[config.mk]
export PLATFORM = sky130hd
export DESIGN_NAME = iomc_seq
export DESIGN_NICKNAME = d
export VERILOG_FILES = /design/src/design/iomc_pkg.sv /design/src/design/iomc_seq.sv
export SDC_FILE = /design/constraint.sdc
export NUM_CORES = 1
export LEC_CHECK = 0
export BUFFER_PORTS_ARGS = -buffer_cell sky130_fd_sc_hd__clkbuf_2
export CAP_MARGIN = 10
export CELL_PAD_IN_SITES_DETAIL_PLACEMENT = 1
export CELL_PAD_IN_SITES_GLOBAL_PLACEMENT = 1
export CORE_AREA = 2 2 171 173
export CTS_CLUSTER_DIAMETER = 100
export CTS_CLUSTER_SIZE = 14
export DETAILED_ROUTE_END_ITERATION = 10
export DIE_AREA = 0 0 173 175
export GPL_TIMING_DRIVEN = 0
export PLACE_DENSITY_LB_ADDON = 0.05
export SLEW_MARGIN = 5
export SYNTH_ARGS = -nofsm -noshare
export SYNTH_HDL_FRONTEND = slang
export SYNTH_SLANG_ARGS = --single-unit
[constraint.sdc]
create_clock -name clk -period 5.1 [get_ports clk]
set_input_delay 0 -clock clk [delete_from_list [all_inputs] [get_ports clk]]
set_output_delay 0 -clock clk [all_outputs]
set_load 0.03 [all_outputs]
[src/design/iomc_pkg.sv]
`timescale 1ns / 1ps
package iomc_pkg;
    localparam int HEAP_CAPACITY = 1024;
    localparam int ADDR_W = $clog2(HEAP_CAPACITY);
    localparam int CNT_W = $clog2(HEAP_CAPACITY + 1);
    localparam int TIME_W = 31;
    localparam int OUT_W = 11;

    typedef logic [TIME_W-1:0] time_t;
    typedef logic [ADDR_W-1:0] addr_t;
    typedef logic [CNT_W-1:0] cnt_t;

    // Memory access request from the sequencer.
    typedef struct packed {
        logic  rd_en;
        addr_t rd_addr;
        logic  wr_en;
        addr_t wr_addr;
        time_t wr_data;
    } mem_req_t;
endpackage

[src/design/iomc_seq.sv]
`timescale 1ns / 1ps
module iomc_seq
(
    input  logic               clk,
    input  logic               rst_n,
    input  logic               in_valid,
    output logic               in_stall,
    input  iomc_pkg::time_t    arrive_time,
    input  iomc_pkg::time_t    depart_time,
    input  logic               last_interval,
    output logic               out_valid,
    input  logic               out_stall,
    output logic [10:0]        occupancy,
    output logic [10:0]        peak_occupancy,
    output logic               overflow,
    output logic               set_done,
    output iomc_pkg::mem_req_t req,
    input  iomc_pkg::time_t    rd_data
);
    import iomc_pkg::*;

    typedef enum logic [3:0] {
        S_IDLE, S_TOP_RD, S_TOP_CHK, S_LAST_RD, S_LAST_WAIT,
        S_SINK_L, S_SINK_R, S_SINK_CMP, S_UP_RD, S_UP_CMP, S_DONE
    } state_t;

    state_t state_reg;
    time_t  arrive_reg, depart_reg, cur_reg, lc_reg;
    logic   last_reg, lc_ok_reg;
    cnt_t   count_reg, peak_reg;
    addr_t  pos_reg;
    logic   ovf_reg;
    logic   out_valid_reg;
    logic [OUT_W-1:0] occ_o_reg, peak_o_reg;
    logic   ovf_o_reg, done_o_reg;

    cnt_t  lc_w, rc_w;
    addr_t up_w;
    cnt_t  new_count;

    assign lc_w = cnt_t'({pos_reg, 1'b1});
    assign rc_w = cnt_t'({pos_reg, 1'b0}) + cnt_t'(2);
    assign up_w = addr_t'((pos_reg - addr_t'(1)) >> 1);
    assign new_count = count_reg + cnt_t'(1);

    assign in_stall = (state_reg != S_IDLE) || (out_valid_reg && out_stall);
    assign out_valid = out_valid_reg;
    assign occupancy = occ_o_reg;
    assign peak_occupancy = peak_o_reg;
    assign overflow = ovf_o_reg;
    assign set_done = done_o_reg;

    // Memory requests are decoded from state and registers.
    // Writes: each visited slot takes the entry that shifts into it; the moving value lands where the hole stops.
    always_comb
    begin
        req = '0;
        case (state_reg)
            S_TOP_RD:
            begin
                req.rd_en = 1'b1;
                req.rd_addr = '0;
            end
            S_LAST_RD:
            begin
                req.rd_en = 1'b1;
                req.rd_addr = addr_t'(count_reg);
            end
            S_SINK_L:
            begin
                req.rd_en = 1'b1;
                req.rd_addr = addr_t'(lc_w);
            end
            S_SINK_R:
            begin
                req.rd_en = 1'b1;
                req.rd_addr = addr_t'(rc_w);
            end
            S_UP_RD:
            begin
                req.rd_en = 1'b1;
                req.rd_addr = up_w;
            end
            default:
            begin
                req.rd_en = 1'b0;
            end
        endcase

        req.wr_addr = pos_reg;
        req.wr_data = cur_reg;
        case (state_reg)
            S_SINK_CMP:
            begin
                req.wr_en = 1'b1;
                if (rc_w < count_reg && rd_data < lc_reg && rd_data < cur_reg)
                begin
                    req.wr_data = rd_data;
                end
                else if (lc_ok_reg && lc_reg < cur_reg)
                begin
                    req.wr_data = lc_reg;
                end
                else
                begin
                    req.wr_data = cur_reg;
                end
            end
            S_UP_RD:
            begin
                if (pos_reg == '0)
                begin
                    req.wr_en = 1'b1;
                    req.wr_data = depart_reg;
                end
            end
            S_UP_CMP:
            begin
                req.wr_en = 1'b1;
                req.wr_data = (depart_reg < rd_data) ? rd_data : depart_reg;
            end
            default:
            begin
                req.wr_en = 1'b0;
            end
        endcase
    end

    always_ff @(posedge clk or negedge rst_n)
    begin
        if (!rst_n)
        begin
            state_reg <= S_IDLE;
            count_reg <= '0;
            peak_reg <= '0;
            out_valid_reg <= 1'b0;
        end
        else
        begin
            // S_DONE sets the flag itself when it loads a new result
            if (out_valid_reg && !out_stall && state_reg != S_DONE)
            begin
                out_valid_reg <= 1'b0;
            end
            case (state_reg)
                S_IDLE:
                begin
                    if (in_valid && !in_stall)
                    begin
                        arrive_reg <= arrive_time;
                        depart_reg <= depart_time;
                        last_reg <= last_interval;
                        state_reg <= S_TOP_RD;
                    end
                end
                S_TOP_RD:
                begin
                    state_reg <= S_TOP_CHK;
                end
                S_TOP_CHK:
                begin
                    if (count_reg != '0 && rd_data < arrive_reg)
                    begin
                        count_reg <= count_reg - cnt_t'(1);
                        state_reg <= S_LAST_RD;
                    end
                    else if (count_reg == cnt_t'(HEAP_CAPACITY))
                    begin
                        ovf_reg <= 1'b1;
                        state_reg <= S_DONE;
                    end
                    else
                    begin
                        // insert new departure at tail, then sift up
                        ovf_reg <= 1'b0;
                        pos_reg <= addr_t'(count_reg);
                        count_reg <= new_count;
                        if (new_count > peak_reg)
                        begin
                            peak_reg <= new_count;
                        end
                        state_reg <= S_UP_RD;
                    end
                end
                S_LAST_RD:
                begin
                    pos_reg <= '0;
                    state_reg <= S_LAST_WAIT;
                end
                S_LAST_WAIT:
                begin
                    cur_reg <= rd_data;
                    state_reg <= S_SINK_L;
                end
                S_SINK_L:
                begin
                    state_reg <= S_SINK_R;
                end
                S_SINK_R:
                begin
                    lc_reg <= rd_data;
                    lc_ok_reg <= lc_w < count_reg;
                    state_reg <= S_SINK_CMP;
                end
                S_SINK_CMP:
                begin
                    if (rc_w < count_reg && rd_data < lc_reg && rd_data < cur_reg)
                    begin
                        pos_reg <= addr_t'(rc_w);
                        state_reg <= S_SINK_L;
                    end
                    else if (lc_ok_reg && lc_reg < cur_reg)
                    begin
                        pos_reg <= addr_t'(lc_w);
                        state_reg <= S_SINK_L;
                    end
                    else
                    begin
                        state_reg <= S_TOP_RD;
                    end
                end
                S_UP_RD:
                begin
                    state_reg <= (pos_reg == '0) ? S_DONE : S_UP_CMP;
                end
                S_UP_CMP:
                begin
                    if (depart_reg < rd_data)
                    begin
                        pos_reg <= up_w;
                        state_reg <= S_UP_RD;
                    end
                    else
                    begin
                        state_reg <= S_DONE;
                    end
                end
                S_DONE:
                begin
                    if (!out_valid_reg || !out_stall)
                    begin
                        out_valid_reg <= 1'b1;
                        occ_o_reg <= OUT_W'(count_reg);
                        peak_o_reg <= OUT_W'(peak_reg);
                        ovf_o_reg <= ovf_reg;
                        done_o_reg <= last_reg;
                        if (last_reg)
                        begin
                            count_reg <= '0;
                            peak_reg <= '0;
                        end
                        state_reg <= S_IDLE;
                    end
                end
                default:
                begin
                    state_reg <= S_IDLE;
                end
            endcase
        end
    end
endmodule

# [Yosys cells after proc, flatten, opt, wreduce, memory -nomap -nowiden]
# Index checks and enable logic that the tools add are counted.
[totals] wordCells=117 out_inout_bits=79 ff_bits=188
[classes] mux=37 n_lt_le_gt_ge=8 n_eq_ne=21 bitwise=1 add_sub_neg=4 n_reduce_logical=30
[ops] cell="$lt A31 B31 Y1" count=5
[ops] cell="$mux W31" count=4
[ops] cell="$pmux W31 S3" count=1
[ops] cell="$pmux W10 S4" count=2
[ops] cell="$mux W11" count=7
[ops] cell="$mux W10" count=5
[ops] cell="$pmux W11 S2" count=2
[ops] cell="$pmux W4 S11" count=1
[ops] cell="$lt A11 B11 Y1" count=2
[ops] cell="$eq A4 B3 Y1 const B" count=4
[ops] cell="$ne A2 B2 Y1 const B" count=7
[ops] cell="$eq A4 B4 Y1 const B" count=3
[ops] cell="$mux W4" count=3
[ops] cell="$reduce_and A6 Y1" count=2
[ops] cell="$add A11 B1 Y11 const B" count=1
[ops] cell="$add A11 B2 Y11 const B" count=1
[ops] cell="$eq A11 B11 Y1 const B" count=1
[ops] cell="$gt A11 B11 Y1" count=1
[ops] cell="$reduce_bool A11 Y1" count=1
[ops] cell="$sub A11 B1 Y11 const B" count=1
[ops] cell="$logic_not A10 Y1" count=1
[ops] cell="$sub A10 B1 Y10 const B" count=1
[ops] cell="$reduce_and A3 Y1" count=3
[ops] cell="$eq A4 B2 Y1 const B" count=2
[ops] cell="other kinds (18)" count=40

# [Logic depth before layout (Yosys ltp)]
[logic_depth] depth_word=6 mapped_depth=17

# [Least setup slack after synthesis]
# OpenSTA, ideal clock, no wires.
[synth_timing] path_kind="reg2reg" start="register pos_reg[2]" end="register pos_reg[0] (enable)" path_buffers=2 setup_time_ps=393 required_time_ps=4707 t_arrival_ps=4030 synth_period_minus_slack_ps=4423 slack_ps=677 path_stages_with_launch=14 path_cell_list="edfxtp_1 -> clkbuf_1 -> and3_1 -> and2_1 -> nand4_1 -> nor2_1 -> xor2_1 -> ha_1 -> a222oi_1 -> nand4_1 -> nor4_4 -> nand2_4 -> clkbuf_1 -> a211oi_1"
[synth_via] elab_chain_len=6
[synth_rtl] element="start: declaration" line="iomc_seq.sv:31" text="addr_t pos_reg;"
[synth_rtl] element="start signal: assignment" line="iomc_seq.sv:176" text="pos_reg <= addr_t'(count_reg);"
[synth_rtl] element="start signal: assignment" line="iomc_seq.sv:209" text="pos_reg <= addr_t'(rc_w);"
[synth_rtl] element="start signal: assignment" line="iomc_seq.sv:214" text="pos_reg <= addr_t'(lc_w);"
[synth_rtl] element="$add A11 B2 Y11" line="iomc_seq.sv:42" text="assign rc_w = cnt_t'({pos_reg, 1'b0}) + cnt_t'(2);"
[synth_rtl] element="$lt A11 B11 Y1" line="iomc_seq.sv:207" text="if (rc_w < count_reg && rd_data < lc_reg && rd_data < cur_reg)"
[synth_rtl] element="$logic_and A1 B1 Y1 (2 in a row)" line="iomc_seq.sv:207"
[synth_rtl] element="$ne A3 B3 Y1 (no line)"
[synth_rtl] element="$reduce_and A6 Y1 (no line)"
# No other way between the ends.
# A chain may end at the register's enable or synchronous reset.

==> run summary <==
The flow ran to the end, and the final reports show no timing, DRC or antenna violations. The placed cell area came out at 14360 µm². The share of synthesized area in the top cell type comes to 0.3750. The number of vias in the routed layout came out at 11159.

For this design the static power due to leakage is 7.237 nW. The worst register-to-register path begins at pos_reg[5]. The instance count of the mapped netlist is 1248.

The arrival time of data at the critical path endpoint is 4880 ps. Dividing the final minimum period by the clock period gives 0.9570. The final clock skew is 13.60 ps. The detail-routed via count per cell is 5.731.

The final design instance area without fill came out at 15940 µm². The I/O pin total came out at 177. The power density over the cells is 406.8 nW/µm². The clock tree synthesis step divided the H-tree into 4 levels. The overall fraction of global-route tracks in use is 0.2767. Counting tap cells, the placed design contains a total of 1813 instances.

The number of antenna violations at the first check in global routing came to 0. The final antenna-violating net count is 0. At the worst endpoint, the required time is 5100 ps.

The clock sink count came out at 188. The via count of the first global-routing pass came out at 11704. The final-report hold violation count is 0. The actual slew at the worst max-slew pin is 1361 ps.

The most common cell in the synthesized netlist is inv_1. TritonCTS built the clock tree. The routability congestion estimate from global placement came out at 0.9060. The setup path with the least slack is of type reg -> out. Synthesis produced a netlist with a net count of 1531.

The share of cells above drive strength 1 came out at 0.1670. The count of maximum capacitance violations is 0. The core area came out at 28390 µm². After detailed routing, the average wire length per cell comes to 21.37 µm. The number of optimization iterations in the first detailed-route pass came out at 5. Summed over all nets, the half-perimeter wirelength after detailed placement is 30.63 mm. The completed layout was analyzed and its total power is 6.483 mW.

The number of DRC violations after detailed-routing iteration 0 came out at 713. The die is 173 µm wide. The distinct cell type count after synthesis came out at 78.

The count of pins over their slew limit is 0. Setup violations remaining at the end of the flow were counted as 0. The root buffer cell chosen for the clock tree is clkbuf_16.

The number of DRC violations after detailed routing is 0. The count of buffers added on input and output ports is 176. The kind of start point of the critical path is a flip-flop.

The area growth from synthesis to layout is 23.60%. Setup repair after global routing left no endpoint under its margin. The kind of capture point of the worst setup path is a primary output. The pin count of the biggest net entering global routing came out at 34.

The clock transition at the registers of the reported paths is 80 ps. By area the synthesized netlist is led by edfxtp_1 37%, ha_1 18%, inv_1 5.5%. The most critical setup path has its startpoint at pos_reg[5]. The count of antenna diodes in the layout came out at 0. The CTS buffer count came out at 17. After floorplanning, the core was divided into 62 placement rows. The initial core utilization is 0.4541. In the synthesized netlist the async set-or-reset flop fraction comes to 0.1436. For the finished layout, the period the worst path requires is 4881 ps. In the synthesized netlist the dominant register cell turns out to be edfxtp_1. The maximum clock path buffer count came out at 2.

The number of enable flip-flop cells after synthesis is 161. Timing would allow up to 0.2049 GHz. Final hold analysis gives a worst-case slack of 44.17 ps. The final net count came out at 1833. The largest total area in the synthesized netlist belongs to edfxtp_1. The worst-skew pair later-pin latency came out at 450 ps.

The worst max-slew margin expressed relative to the limit came out at 0.07824. The die height is 175 µm. Ranked by instance count, the synthesized netlist is headed by 189 x inv_1, 185 x ha_1, 161 x edfxtp_1. The maximum vdd ir drop came out at 0.2450 mV. The min-delay analysis places its worst path in the category in -> reg.

In this run the most critical hold path is launched from in_valid. The first global-routing pass estimated 65.03 mm of wire. In this run the cell area of the synthesized design comes to 12890 µm². Yosys printed 0 warnings.

The finished layout holds 1947 standard cells, fillers aside. The number of flip-flops and latches in the synthesized netlist is 188. For this run the aggregate overflow at the end of global routing stands at 0. The die area came out at 30280 µm². The post-synthesis average cell area is 10.33 µm². The sequential cell area fraction in the yosys report came out at 0.4274. The sum of routed wire length over all layers is 41.62 mm. In this run the worst path has a maximum fanout of 10. Fill cells in the final layout number 3186.
## final timing paths
path / depth (start not counted) / to / slack [ps]
max: 16 / req[21] / 220
min: 4 / state_reg[0] / 40
max reg2reg: 15 / pos_reg[9] / 310
min reg2reg: 0 / occupancy[5] / 450
min in group asynchronous: 2 / peak_reg[2] / 210
max in group asynchronous: 2 / state_reg[1] / 4360
## metrics by stage
stage	utilization	setup WS, ps	TNS (ps)
detailed placement	0.5057	94.42	0
global placement	0.5021	-636.9	-6365
finish	0.5613	219.4	0
CTS	0.5591	26.95	0
global route	0.5613	4.053	0
floorplan	-	676.9	0
## per-layer routing
| metal | vias up | GRT usage | wire (µm) |
|---|---|---|---|
| li1 | 5248 | - | - |
| met1 | 5549 | 0.3623 | 18460 |
| met2 | 311 | 0.4827 | 20410 |
| met3 | 51 | 0.03612 | 1888 |
| met4 | 0 | 0.07486 | 862 |
| met5 | - | 0 | 0 |
## area by class of cell
cell class | instances | area (µm²) | share of cell area
plain buffers | 43 | 292.8 | 0.01837
clock buffers | 18 | 429.2 | 0.02693
clock inverters | 14 | 131.4 | 0.008244
inverters | 189 | 709.4 | 0.04452
multi-input cells | 824 | 6379 | 0.4003
flip-flops and latches | 188 | 5510 | 0.3458
well taps | 384 | 480.5 | 0.03015
repair buffers | 287 | 2004 | 0.1258
## critical path: stages, from the launching register on
cell	delay, ps
edfxtp_1	420
clkbuf_1	370
and2_1	250
nand4_1	250
nor2_1	210
xor2_1	160
ha_1	300
nand4_1	130
a21oi_1	50
o21ai_1	170
o211ai_1	190
nor4_4	490
nand2_4	170
a21o_2	260
dlymetal6s2s_1	360
a221o_1	440
clkbuf_2	200
## power breakdown
part | switching (mW) | internal [mW]
sequential | 0.188 | 1.95
combinational | 1.93 | 1.09
clock | 0.650 | 0.684
total | 2.77 | 3.72
## cell usage in the layout (no fill, tap or decap), types with 6 or more instances in the layout
cell and n:
buf_2 8, nand2_1 105, o221ai_1 33, nor2_1 43
clkbuf_1 22, o211ai_1 12, dlygate4sd3_1 96, clkbuf_16 17
inv_6 6, a211oi_1 8, nand3_1 30, buf_4 10
ha_1 185, xnor2_1 21, o22ai_1 8, a31oi_1 9
a32o_1 6, edfxtp_1 161, nand2b_1 9, buf_6 8
nor2b_1 14, a21oi_1 71, nor3_1 16, dfrtp_1 27
and3_1 10, nor4_1 10, mux2i_1 6, clkbuf_2 176
a21o_1 19, nand4_1 29, inv_1 189, o21ai_0 44
xor2_1 9, a221o_1 37
## kinds of logic after synthesis
kind of cell	Yosys count	share of synthesized area
xor+xnor	30	0.02038
flops	188	0.4274
fa+ha+maj	185	0.1795
compound gates	304	0.1725
mux	7	0.005531
simple gates	298	0.1158
buf+inv	236	0.07889
## what timing repair did
item	in CTS	in global routing
pin swaps	0	1
buffers inserted	0	9
hold buffers	96	0
endpoints found under the hold margin	153	0
resized for setup	0	1
setup endpoints to repair	10	35
Power figures use the tool's default switching activity.
